`src/design/ihex_pkg.sv`:
```
// ----------------------------------------------------------------------------
// ihex_pkg
// shared types and constants of the intel hex record encoder
// ----------------------------------------------------------------------------
package ihex_pkg;

  localparam int STORE_DEPTH = 16;                  // bytes per bank
  localparam int IDX_W       = $clog2(STORE_DEPTH); // byte index in a bank
  localparam int LEN_W       = IDX_W + 1;           // byte counts up to STORE_DEPTH
  localparam int MEM_AW      = IDX_W + 1;           // two banks
  localparam int Q_DEPTH     = 2;                   // command queue entries
  localparam int Q_PTR_W     = $clog2(Q_DEPTH);
  localparam int Q_CNT_W     = $clog2(Q_DEPTH + 1);

  // input item kinds
  localparam logic       REQ_DATA  = 1'b0;
  localparam logic       REQ_END   = 1'b1;

  // record type codes
  localparam logic [7:0] TYPE_DATA = 8'h00;
  localparam logic [7:0] TYPE_EOF  = 8'h01;
  localparam logic [7:0] TYPE_ELA  = 8'h04;

  // one command from the front end: optional ela record, optional data
  // record, optional eof record, emitted in that order
  typedef struct packed {
    logic             ela;
    logic [15:0]      upper;
    logic             has_data;
    logic [15:0]      addr;
    logic [LEN_W-1:0] len;
    logic             bank;
    logic             eof;
  } cmd_t;

  // byte store write from the front end
  typedef struct packed {
    logic              en;
    logic [MEM_AW-1:0] addr;
    logic [7:0]        data;
  } store_wr_t;

  // back end has finished reading a bank
  typedef struct packed {
    logic valid;
    logic bank;
  } bank_rel_t;

endpackage

```
`src/design/ihex_if.sv`:
```
// ----------------------------------------------------------------------------
// ihex channel interfaces
// valid/ready channels for input items and record bytes
// ----------------------------------------------------------------------------
interface ihex_in_if;
  logic       valid;
  logic       ready;
  logic       req_type;
  logic [7:0] data_byte;

  modport source (output valid, req_type, data_byte, input ready);
  modport sink   (input valid, req_type, data_byte, output ready);
endinterface

interface ihex_out_if;
  logic       valid;
  logic       ready;
  logic [6:0] hex_high;
  logic [6:0] hex_low;
  logic       line_start;
  logic       line_end;
  logic       run_last;

  modport source (output valid, hex_high, hex_low, line_start, line_end, run_last,
                  input ready);
  modport sink   (input valid, hex_high, hex_low, line_start, line_end, run_last,
                  output ready);
endinterface

```
`src/design/intel_hex_record_encoder_top.sv`:
```
// ----------------------------------------------------------------------------
// intel_hex_record_encoder_top
// turns a byte image closed by an end item into intel hex (i32hex) records
// ----------------------------------------------------------------------------
//
//  channel   dir  handshake      payload
//  in_chan   in   valid/ready    req_type, data_byte
//  out_chan  out  valid/ready    hex_high, hex_low, line_start, line_end, run_last
//  cfg_*     in   cfg_wr_en      cfg_wr_data (start address)
//
//  a record of n bytes leaves as n + 5 record bytes at one byte per cycle while
//  out_chan is ready, plus 7 bytes for an extended linear address record and 5
//  for the eof record; the emitter returns to idle to pick up each command and
//  sets the sustained rate
//  synchronous active-low reset clears the front registers, the queue pointers
//  and the emitter phase and output valid; the byte store holds no reset value and needs no clearing pass
//  a stalled out_chan holds its byte; the front keeps taking bytes into the
//  second store bank while a record drains, and stalls once the command queue
//  is full or the bank it would fill is still being read
//
module intel_hex_record_encoder_top #(
  parameter int RECORD_BYTES = 16
) (
  input  logic        clk,
  input  logic        rst_n,
  ihex_in_if.sink     in_chan,
  ihex_out_if.source  out_chan,
  input  logic        cfg_wr_en,
  input  logic [31:0] cfg_wr_data
);

  // front to queue
  logic                q_push;
  logic                q_full;
  ihex_pkg::cmd_t      push_cmd;

  // queue to back
  logic                q_pop;
  logic                q_valid;
  ihex_pkg::cmd_t      pop_cmd;

  // byte store traffic and bank hand-back
  ihex_pkg::store_wr_t store_wr;
  ihex_pkg::bank_rel_t bank_rel;

  // classifies items, keeps address state, fills the two-bank store
  ihex_front #(
    .RECORD_BYTES (RECORD_BYTES)
  ) u_front (
    .clk         (clk),
    .rst_n       (rst_n),
    .in_chan     (in_chan),
    .cfg_wr_en   (cfg_wr_en),
    .cfg_wr_data (cfg_wr_data),
    .q_full      (q_full),
    .q_push      (q_push),
    .q_cmd       (push_cmd),
    .store_wr    (store_wr),
    .bank_rel    (bank_rel)
  );

  // decouples the front from the emitter
  ihex_cmd_queue u_queue (
    .clk       (clk),
    .rst_n     (rst_n),
    .push      (q_push),
    .push_cmd  (push_cmd),
    .full      (q_full),
    .pop       (q_pop),
    .pop_valid (q_valid),
    .pop_cmd   (pop_cmd)
  );

  // walks each command byte by byte, building header and checksum
  ihex_back u_back (
    .clk      (clk),
    .rst_n    (rst_n),
    .store_wr (store_wr),
    .q_valid  (q_valid),
    .q_cmd    (pop_cmd),
    .q_pop    (q_pop),
    .bank_rel (bank_rel),
    .out_chan (out_chan)
  );

endmodule

```
`src/design/ihex_front.sv`:
```
// ----------------------------------------------------------------------------
// ihex_front
// takes input items, fills the byte store and issues record commands
// ----------------------------------------------------------------------------
module ihex_front #(
  parameter int RECORD_BYTES = 16
) (
  input  logic                    clk,
  input  logic                    rst_n,
  ihex_in_if.sink                 in_chan,
  input  logic                    cfg_wr_en,
  input  logic [31:0]             cfg_wr_data,
  input  logic                    q_full,
  output logic                    q_push,
  output ihex_pkg::cmd_t          q_cmd,
  output ihex_pkg::store_wr_t     store_wr,
  input  ihex_pkg::bank_rel_t     bank_rel
);

  localparam int REC_LEN = (RECORD_BYTES < 1) ? 1 :
                           (RECORD_BYTES > ihex_pkg::STORE_DEPTH) ? ihex_pkg::STORE_DEPTH :
                           RECORD_BYTES;

  logic [31:0]                start_r, start_nxt;
  logic [31:0]                rec_addr_r, rec_addr_nxt;
  logic [ihex_pkg::LEN_W-1:0] fill_r, fill_nxt;
  logic [15:0]                sent_r, sent_nxt;
  logic                       bank_r, bank_nxt;
  logic [1:0]                 busy_r, busy_nxt;

  logic                       accept;
  logic                       is_data;
  logic [ihex_pkg::LEN_W-1:0] fill_new;
  logic [31:0]                next_addr;
  logic                       close_data;
  logic                       has_data;
  logic [15:0]                upper;

  assign in_chan.ready = !q_full && !busy_r[bank_r];
  assign accept        = in_chan.valid && in_chan.ready;
  assign is_data       = (in_chan.req_type == ihex_pkg::REQ_DATA);
  assign fill_new      = fill_r + ihex_pkg::LEN_W'(1);
  assign next_addr     = rec_addr_r + 32'(fill_new);
  assign upper         = rec_addr_r[31:16];

  // record closes when full or when the next byte opens a new segment
  assign close_data = is_data &&
                      ((fill_new >= ihex_pkg::LEN_W'(REC_LEN)) || (next_addr[15:0] == 16'h0));
  assign has_data   = close_data || (!is_data && (fill_r != '0));

  assign q_push         = accept && (has_data || !is_data);
  assign q_cmd.ela      = has_data && (upper != sent_r);
  assign q_cmd.upper    = upper;
  assign q_cmd.has_data = has_data;
  assign q_cmd.addr     = rec_addr_r[15:0];
  assign q_cmd.len      = is_data ? fill_new : fill_r;
  assign q_cmd.bank     = bank_r;
  assign q_cmd.eof      = !is_data;

  assign store_wr.en   = accept && is_data;
  assign store_wr.addr = {bank_r, fill_r[ihex_pkg::IDX_W-1:0]};
  assign store_wr.data = in_chan.data_byte;

  always_comb begin
    start_nxt    = start_r;
    rec_addr_nxt = rec_addr_r;
    fill_nxt     = fill_r;
    sent_nxt     = sent_r;
    bank_nxt     = bank_r;
    busy_nxt     = busy_r;
    if (bank_rel.valid) begin
      busy_nxt[bank_rel.bank] = 1'b0;
    end
    if (cfg_wr_en) begin
      start_nxt    = cfg_wr_data;
      rec_addr_nxt = cfg_wr_data;
      fill_nxt     = '0;
    end else if (accept) begin
      if (has_data) begin
        bank_nxt         = !bank_r;
        busy_nxt[bank_r] = 1'b1;
      end
      if (!is_data) begin
        fill_nxt     = '0;
        rec_addr_nxt = start_r;
        sent_nxt     = '0;
      end else if (close_data) begin
        fill_nxt     = '0;
        rec_addr_nxt = next_addr;
        sent_nxt     = upper;
      end else begin
        fill_nxt = fill_new;
      end
    end
  end

  always_ff @(posedge clk) begin
    if (!rst_n) begin
      start_r    <= '0;
      rec_addr_r <= '0;
      fill_r     <= '0;
      sent_r     <= '0;
      bank_r     <= 1'b0;
      busy_r     <= '0;
    end else begin
      start_r    <= start_nxt;
      rec_addr_r <= rec_addr_nxt;
      fill_r     <= fill_nxt;
      sent_r     <= sent_nxt;
      bank_r     <= bank_nxt;
      busy_r     <= busy_nxt;
    end
  end

endmodule

```
`src/design/ihex_cmd_queue.sv`:
```
// ----------------------------------------------------------------------------
// ihex_cmd_queue
// short fifo of record commands between front and back end
// ----------------------------------------------------------------------------
module ihex_cmd_queue (
  input  logic           clk,
  input  logic           rst_n,
  input  logic           push,
  input  ihex_pkg::cmd_t push_cmd,
  output logic           full,
  input  logic           pop,
  output logic           pop_valid,
  output ihex_pkg::cmd_t pop_cmd
);

  ihex_pkg::cmd_t               slot_r [ihex_pkg::Q_DEPTH];
  logic [ihex_pkg::Q_PTR_W-1:0] wr_ptr_r, rd_ptr_r;
  logic [ihex_pkg::Q_CNT_W-1:0] cnt_r;
  logic                         do_push, do_pop;

  assign full      = (cnt_r == ihex_pkg::Q_CNT_W'(ihex_pkg::Q_DEPTH));
  assign pop_valid = (cnt_r != '0);
  assign pop_cmd   = slot_r[rd_ptr_r];
  assign do_push   = push && !full;
  assign do_pop    = pop && pop_valid;

  always_ff @(posedge clk) begin
    if (do_push) begin
      slot_r[wr_ptr_r] <= push_cmd;
    end
  end

  always_ff @(posedge clk) begin
    if (!rst_n) begin
      wr_ptr_r <= '0;
      rd_ptr_r <= '0;
      cnt_r    <= '0;
    end else begin
      if (do_push) begin
        wr_ptr_r <= (wr_ptr_r == ihex_pkg::Q_PTR_W'(ihex_pkg::Q_DEPTH - 1)) ?
                    '0 : wr_ptr_r + ihex_pkg::Q_PTR_W'(1);
      end
      if (do_pop) begin
        rd_ptr_r <= (rd_ptr_r == ihex_pkg::Q_PTR_W'(ihex_pkg::Q_DEPTH - 1)) ?
                    '0 : rd_ptr_r + ihex_pkg::Q_PTR_W'(1);
      end
      if (do_push && !do_pop) begin
        cnt_r <= cnt_r + ihex_pkg::Q_CNT_W'(1);
      end else if (do_pop && !do_push) begin
        cnt_r <= cnt_r - ihex_pkg::Q_CNT_W'(1);
      end
    end
  end

endmodule

```
`src/design/ihex_back.sv`:
```
// ----------------------------------------------------------------------------
// ihex_back
// byte store and record emitter, one record byte per cycle while out_chan is ready
// ----------------------------------------------------------------------------
module ihex_back (
  input  logic                clk,
  input  logic                rst_n,
  input  ihex_pkg::store_wr_t store_wr,
  input  logic                q_valid,
  input  ihex_pkg::cmd_t      q_cmd,
  output logic                q_pop,
  output ihex_pkg::bank_rel_t bank_rel,
  ihex_out_if.source          out_chan
);

  localparam logic [1:0] PH_IDLE = 2'd0;
  localparam logic [1:0] PH_ELA  = 2'd1;
  localparam logic [1:0] PH_DATA = 2'd2;
  localparam logic [1:0] PH_EOF  = 2'd3;

  localparam int HDR_BYTES = 4;

  function automatic logic [6:0] hex_digit(input logic [3:0] nib);
    hex_digit = (nib < 4'd10) ? (7'h30 + {3'b000, nib}) : (7'h37 + {3'b000, nib});
  endfunction

  logic [7:0] mem [2 * ihex_pkg::STORE_DEPTH];

  logic [1:0]                 phase_r, phase_nxt;
  logic [ihex_pkg::LEN_W-1:0] pos_r, pos_nxt;
  logic [7:0]                 sum_r, sum_nxt;
  ihex_pkg::cmd_t             cmd_r, cmd_nxt;
  logic [7:0]                 rd_data_r;
  logic                       out_valid_r, out_valid_nxt;
  logic [6:0]                 hex_high_r, hex_low_r;
  logic                       line_start_r, line_end_r, run_last_r;

  logic [ihex_pkg::LEN_W-1:0] rec_len;
  logic [15:0]                rec_addr;
  logic [7:0]                 rec_type;
  logic [7:0]                 cur_byte;
  logic                       end_of_rec;
  logic                       last_of_cmd;
  logic                       emit;
  logic [1:0]                 after_rec;
  logic [1:0]                 first_phase;
  logic [ihex_pkg::LEN_W-1:0] rd_idx;

  // per-record header fields
  always_comb begin
    case (phase_r)
      PH_ELA: begin
        rec_len  = ihex_pkg::LEN_W'(2);
        rec_addr = 16'h0;
        rec_type = ihex_pkg::TYPE_ELA;
      end
      PH_DATA: begin
        rec_len  = cmd_r.len;
        rec_addr = cmd_r.addr;
        rec_type = ihex_pkg::TYPE_DATA;
      end
      default: begin
        rec_len  = '0;
        rec_addr = 16'h0;
        rec_type = ihex_pkg::TYPE_EOF;
      end
    endcase
  end

  assign end_of_rec = (pos_r == rec_len + ihex_pkg::LEN_W'(HDR_BYTES));

  always_comb begin
    case (pos_r)
      ihex_pkg::LEN_W'(0): cur_byte = {{(8 - ihex_pkg::LEN_W){1'b0}}, rec_len};
      ihex_pkg::LEN_W'(1): cur_byte = rec_addr[15:8];
      ihex_pkg::LEN_W'(2): cur_byte = rec_addr[7:0];
      ihex_pkg::LEN_W'(3): cur_byte = rec_type;
      default: begin
        if (end_of_rec) begin
          cur_byte = 8'h00 - sum_r;
        end else if (phase_r == PH_ELA) begin
          cur_byte = (pos_r == ihex_pkg::LEN_W'(HDR_BYTES)) ? cmd_r.upper[15:8] :
                                                               cmd_r.upper[7:0];
        end else begin
          cur_byte = rd_data_r;
        end
      end
    endcase
  end

  always_comb begin
    case (phase_r)
      PH_ELA:  after_rec = cmd_r.has_data ? PH_DATA : (cmd_r.eof ? PH_EOF : PH_IDLE);
      PH_DATA: after_rec = cmd_r.eof ? PH_EOF : PH_IDLE;
      default: after_rec = PH_IDLE;
    endcase
  end

  assign first_phase = q_cmd.ela ? PH_ELA : (q_cmd.has_data ? PH_DATA : PH_EOF);
  assign last_of_cmd = end_of_rec && (after_rec == PH_IDLE);
  assign emit        = (phase_r != PH_IDLE) && (!out_valid_r || out_chan.ready);
  assign q_pop       = (phase_r == PH_IDLE) && q_valid;

  assign bank_rel.valid = emit && (phase_r == PH_DATA) && end_of_rec;
  assign bank_rel.bank  = cmd_r.bank;

  always_comb begin
    phase_nxt = phase_r;
    pos_nxt   = pos_r;
    sum_nxt   = sum_r;
    cmd_nxt   = cmd_r;
    if (q_pop) begin
      cmd_nxt   = q_cmd;
      phase_nxt = first_phase;
      pos_nxt   = '0;
      sum_nxt   = 8'h00;
    end else if (emit) begin
      if (end_of_rec) begin
        phase_nxt = after_rec;
        pos_nxt   = '0;
        sum_nxt   = 8'h00;
      end else begin
        pos_nxt = pos_r + ihex_pkg::LEN_W'(1);
        sum_nxt = sum_r + cur_byte;
      end
    end
    out_valid_nxt = emit ? 1'b1 : (out_chan.ready ? 1'b0 : out_valid_r);
  end

  // read one step ahead so the payload byte is ready with the state
  assign rd_idx = pos_nxt - ihex_pkg::LEN_W'(HDR_BYTES);

  always_ff @(posedge clk) begin
    if (store_wr.en) begin
      mem[store_wr.addr] <= store_wr.data;
    end
    rd_data_r <= mem[{cmd_nxt.bank, rd_idx[ihex_pkg::IDX_W-1:0]}];
  end

  always_ff @(posedge clk) begin
    if (emit) begin
      hex_high_r   <= hex_digit(cur_byte[7:4]);
      hex_low_r    <= hex_digit(cur_byte[3:0]);
      line_start_r <= (pos_r == '0);
      line_end_r   <= end_of_rec;
      run_last_r   <= last_of_cmd;
    end
    cmd_r <= cmd_nxt;
    pos_r <= pos_nxt;
    sum_r <= sum_nxt;
  end

  always_ff @(posedge clk) begin
    if (!rst_n) begin
      phase_r     <= PH_IDLE;
      out_valid_r <= 1'b0;
    end else begin
      phase_r     <= phase_nxt;
      out_valid_r <= out_valid_nxt;
    end
  end

  assign out_chan.valid      = out_valid_r;
  assign out_chan.hex_high   = hex_high_r;
  assign out_chan.hex_low    = hex_low_r;
  assign out_chan.line_start = line_start_r;
  assign out_chan.line_end   = line_end_r;
  assign out_chan.run_last   = run_last_r;

endmodule
```
`src/flat_wrapper.sv`:
```
// flat-port wrapper written by rule: the top's interface ports become plain ports
module intel_hex_record_encoder_top_flat 
#(
  parameter int RECORD_BYTES = 16
)
  (clk, rst_n, cfg_wr_en, cfg_wr_data, in_chan_valid, in_chan_req_type, in_chan_data_byte, in_chan_ready, out_chan_valid, out_chan_hex_high, out_chan_hex_low, out_chan_line_start, out_chan_line_end, out_chan_run_last, out_chan_ready);
  ihex_in_if in_chan_i ();
  ihex_out_if out_chan_i ();
  input  logic clk;
  input  logic rst_n;
  input  logic cfg_wr_en;
  input  logic [31:0] cfg_wr_data;
  input wire logic [$bits(in_chan_i.valid)-1:0] in_chan_valid;
  input wire logic [$bits(in_chan_i.req_type)-1:0] in_chan_req_type;
  input wire logic [$bits(in_chan_i.data_byte)-1:0] in_chan_data_byte;
  output wire logic [$bits(in_chan_i.ready)-1:0] in_chan_ready;
  output wire logic [$bits(out_chan_i.valid)-1:0] out_chan_valid;
  output wire logic [$bits(out_chan_i.hex_high)-1:0] out_chan_hex_high;
  output wire logic [$bits(out_chan_i.hex_low)-1:0] out_chan_hex_low;
  output wire logic [$bits(out_chan_i.line_start)-1:0] out_chan_line_start;
  output wire logic [$bits(out_chan_i.line_end)-1:0] out_chan_line_end;
  output wire logic [$bits(out_chan_i.run_last)-1:0] out_chan_run_last;
  input wire logic [$bits(out_chan_i.ready)-1:0] out_chan_ready;
  assign in_chan_i.valid = in_chan_valid;
  assign in_chan_i.req_type = in_chan_req_type;
  assign in_chan_i.data_byte = in_chan_data_byte;
  assign in_chan_ready = in_chan_i.ready;
  assign out_chan_valid = out_chan_i.valid;
  assign out_chan_hex_high = out_chan_i.hex_high;
  assign out_chan_hex_low = out_chan_i.hex_low;
  assign out_chan_line_start = out_chan_i.line_start;
  assign out_chan_line_end = out_chan_i.line_end;
  assign out_chan_run_last = out_chan_i.run_last;
  assign out_chan_i.ready = out_chan_ready;
  intel_hex_record_encoder_top #(.RECORD_BYTES(RECORD_BYTES)) u_core (.clk(clk), .rst_n(rst_n), .in_chan(in_chan_i), .out_chan(out_chan_i), .cfg_wr_en(cfg_wr_en), .cfg_wr_data(cfg_wr_data));
endmodule
```
`config.mk`:
```
export PLATFORM = sky130hd
export DESIGN_NAME = intel_hex_record_encoder_top_flat
export DESIGN_NICKNAME = d
export VERILOG_FILES = /design/src/design/ihex_pkg.sv /design/src/design/ihex_if.sv /design/src/design/intel_hex_record_encoder_top.sv /design/src/design/ihex_front.sv /design/src/design/ihex_cmd_queue.sv /design/src/design/ihex_back.sv /design/src/flat_wrapper.sv
export SDC_FILE = /design/constraint.sdc
export NUM_CORES = 1
export LEC_CHECK = 0
export ABC_AREA = 0
export BUFFER_PORTS_ARGS = -buffer_cell sky130_fd_sc_hd__buf_2
export CAP_MARGIN = 20
export CORE_MARGIN = 2
export CORE_UTILIZATION = 33
export CTS_BUF_LIST = sky130_fd_sc_hd__clkbuf_8
export CTS_CLUSTER_DIAMETER = 60
export DETAILED_ROUTE_END_ITERATION = 10
export GPL_TIMING_DRIVEN = 0
export PLACE_DENSITY = 0.59
export SYNTH_ARGS = -nofsm -noshare
export SYNTH_HDL_FRONTEND = slang
export SYNTH_SLANG_ARGS = --single-unit
```
`constraint.sdc`:
```
create_clock -name clk -period 4.95 [get_ports clk]
set_input_delay 0.2475 -clock clk [delete_from_list [all_inputs] [get_ports clk]]
set_output_delay 0.2475 -clock clk [all_outputs]
set_load 0.02 [all_outputs]
```
==> results.ini <==
[sta]
rsz0062_at_grt=false
maxSlewViolCount=0
finalCritPeriodShare_pct=95.8
post-route-min-period_ps=4740
fin_skew_ps=66.0
fmax_mhz=211
setup_viol=0
hold_violations=0
tightest_slew_ps=1100
fin_setup_tns_ps=0
layout_setup_ws_ps=206
relSlewSlack_pct=26.3

[min_path]
hp-start=in_chan_data_byte[7]
min_path_type=primary input to register

[floorplanning]
die_y_microns=264
initial_core_util_pct=33.3
dieArea_sq_um=69800
die_w_microns=264
num_io_pins=65
coreArea_sq_um=67000
num_rows=95

[pwr]
p_per_area_nw_per_um2=559
ir_drop_mv=0.358
p_leak_nw=8.91

[placement]
dp.final_hpwl_microns=44400
preCtsSetupSlack_ps=-337
place.gp.congestion=0.920
dpl_cell_area_sq_um=23800
io_buffers=62
post-place-cells=2821

[setup_path]
path_delay_family=simple AND/OR/NAND/NOR gates
worstPathRequired_ps=5540
path_class=register to register
critical_path.max_stage_delay_ps=470
endpoint_kind=register
worstPathMaxFanout=11
timing.critical_path.buf_inv=4
start_kind=register
path_cells=inv_1 > ha_1 > inv_1 > fa_1 > nand3b_1 > a211oi_4 > mux2i_1 > nor4_2 > and4_1 > o21ai_1 > inv_2 > clkbuf_4 > ha_1 > or3_1 > a21oi_1
worstPathArrival_ps=5330
cp_slowest_cell=dfxtp_1
r2r-start=u_core.u_front.fill_r[0]
cp-startpoint=u_core.u_front.fill_r[0]

[drt]
postRouteAntennaNets=0
remaining_drc_errors=0
via_per_inst=5.29
drt_iter0_drc=1626
wl_per_cell_microns=21.5
firstDrtPassIters=5
drt-total-wl_microns=64800
vias=16000

[run]
drv_cap=0

[cells_and_area]
fin_area_sq_um=25900
nNetsFinal=2152
postLayoutCoreUtil_pct=38.6
drive_above_1_share_pct=12.6
syn2layout_area_growth_pct=15.9
fin_cells=3018
multi_input_area_sq_um=7590
ff_latch_area_sq_um=14200
fill_cells=6558

[logic_synthesis]
synth_top_family_by_area=simple AND/OR/NAND/NOR gates
synth-edff-count=394
synth_compound_area_share_pct=9.90
synth-async-reset-ratio_pct=0
synth_xor_area_share_pct=2.35
syn_avg_cell_area_sq_um=11.9
synth.distinct_cells=72
yosys_most_used_dff=edfxtp_1
yosys.area_share.simple_pct=12.9
synth.net_count=1961
synth_top_area_share_pct=53.0
synth_mux_area_share_pct=6.46
synth-adder-area-share_pct=1.97
yosysTopAreaCell=edfxtp_1
yosysWarningCount=0
syn-cell-area_sq_um=22300
postSynthRegisterBits=512
yosysSeqAreaShare_pct=63.6
synth_area_leaders=edfxtp_1 (53%), dfxtp_1 (11%), mux2i_1 (4.0%)
syn_inst=1881

[grt]
grt_use_total_pct=18.4
grt_pass1_wl_microns=97100
grt_max_degree=33
grt_antenna_before_repair=1
overflow=0
grt_pass1_vias=16000

[clock_network]
clkLatencyLatePin_ps=700
clock-sinks=512
cts_inserted_buffers=84
htreeDepth=3
cts_tree=built
clk_pin_slew_ps=70
cts_root_buffer=clkbuf_8
cts_buffer_depth=3

[status]
status=finished, final reports clean

kinds of logic after synthesis:
group	after synthesis
and+or+nand+nor	642
buffers and inverters	159
adders and majority gates	34
DFF	512
muxes	134
xor gates and xnor gates	60
AOI/OAI and AO/OA	340
area by class of cell:
cell class | instances | share of cell area (%)
sequential | 512 | 54.8
multi-input combinational | 1212 | 29.3
clock buffer | 88 | 4.68
tap | 873 | 4.22
timing repair buffer | 103 | 2.95
buffer | 114 | 1.88
clock inverter | 70 | 1.43
inverter | 45 | 0.672
antenna | 1 | 0.00967
through the flow:
stage                     hold slack [ps]  power (mW)
after CTS                             106        14.5
after global placement                434        10.8
final                                 138        14.5
after detailed placement              455        10.9
after global routing                  141        15.3
after floorplan                       346        8.97
routing by layer:
| metal | up-vias | GRT usage (%) | wire length (microns) |
|---|---|---|---|
| met1 | 7814 | 24.9 | 28300 |
| met5 | - | 0 | 0 |
| met4 | 0 | 7.13 | 1950 |
| met3 | 122 | 3.44 | 4680 |
| li1 | 7366 | - | - |
| met2 | 674 | 29.1 | 29900 |
sequential cells by signal, indices dropped and copies added, names as in the netlist, 2 cells and up, named ones only:
| signal | count |
|---|---|
| u_core.u_back.mem | 256 |
| u_core.u_queue.slot_r | 82 |
| u_core.u_back.cmd_r | 39 |
| u_core.u_front.rec_addr_r | 32 |
| u_core.u_front.start_r | 32 |
| u_core.u_front.sent_r | 16 |
| u_core.u_back.rd_data_r | 8 |
| u_core.u_back.sum_r | 8 |
| u_core.u_back.out_chan.hex_high | 7 |
| u_core.u_back.out_chan.hex_low | 7 |
| u_core.u_back.pos_r | 5 |
| u_core.u_front.fill_r | 5 |
| u_core.u_back.phase_r | 2 |
| u_core.u_front.busy_r | 2 |
| u_core.u_queue.cnt_r | 2 |
what timing repair did:
item,4_1_cts,5_1_grt
gates resized for setup,9,21
setup endpoints to repair,67,80
setup buffers,0,1
hold buffers,34,0
endpoints found under the hold margin,67,0
gates cloned,1,1
pin swaps,1,1
path summary, 6_finish.rpt:
| path | end | slack, ps | cells past startpoint |
|---|---|---|---|
| max reg2reg | u_core.u_queue.cnt_r[1] | 210 | 15 |
| min reg2reg | u_core.u_front.start_r[3] | 470 | 2 |
| max | u_core.u_queue.cnt_r[1] | 210 | 15 |
| min | u_core.u_back.mem[16][7] | 140 | 1 |
cells in the mapped netlist (13+ instances only):
cell type / count
edfxtp_1: 394
nand2_1: 221
nor2_1: 184
dfxtp_1: 118
nand3_1: 108
mux2i_1: 90
a21oi_1: 89
clkbuf_1: 83
o21ai_0: 66
xnor2_1: 43
inv_1: 40
mux2_2: 40
ha_1: 32
a31oi_1: 23
a211oi_1: 22
nor4_1: 22
nor3_1: 21
o2111ai_1: 21
o22ai_1: 20
a22oi_1: 18
buf_2: 17
xor2_1: 17
and2_1: 14
nand4_1: 14
and3_1: 13
placed cells by master (no fill, tap or decap), types with 9 or more instances in the layout:
master         count
a21oi_1           87
clkbuf_8          88
o2111ai_1         21
and3_1            13
nand2b_1          10
edfxtp_1         394
inv_1             71
nand3_1          108
and2_1            13
dfxtp_1          118
nor2_1           183
mux2i_1           90
a22oi_1           18
nor4_1            21
dlygate4sd3_1     34
a211oi_1          17
a21o_1             9
ha_1              31
xnor2_1           43
mux2_2            40
clkinv_1          23
xor2_1            17
or3_1              9
o21ai_0           62
a31oi_1           23
nand4_1           14
clkbuf_1          81
o22ai_1           19
nor3_1            21
nand2_1          221
buf_1             10
buf_2             76
power breakdown:
group	internal, mW	total, mW	leakage, nW	switching [mW]
Sequential	5.19	5.42	4.56	0.224
Combinational	1.85	5.56	3.44	3.71
Clock	1.77	3.51	0.915	1.74
Total	8.81	14.5	8.91	5.67
(Power assumes the default switching activity.)
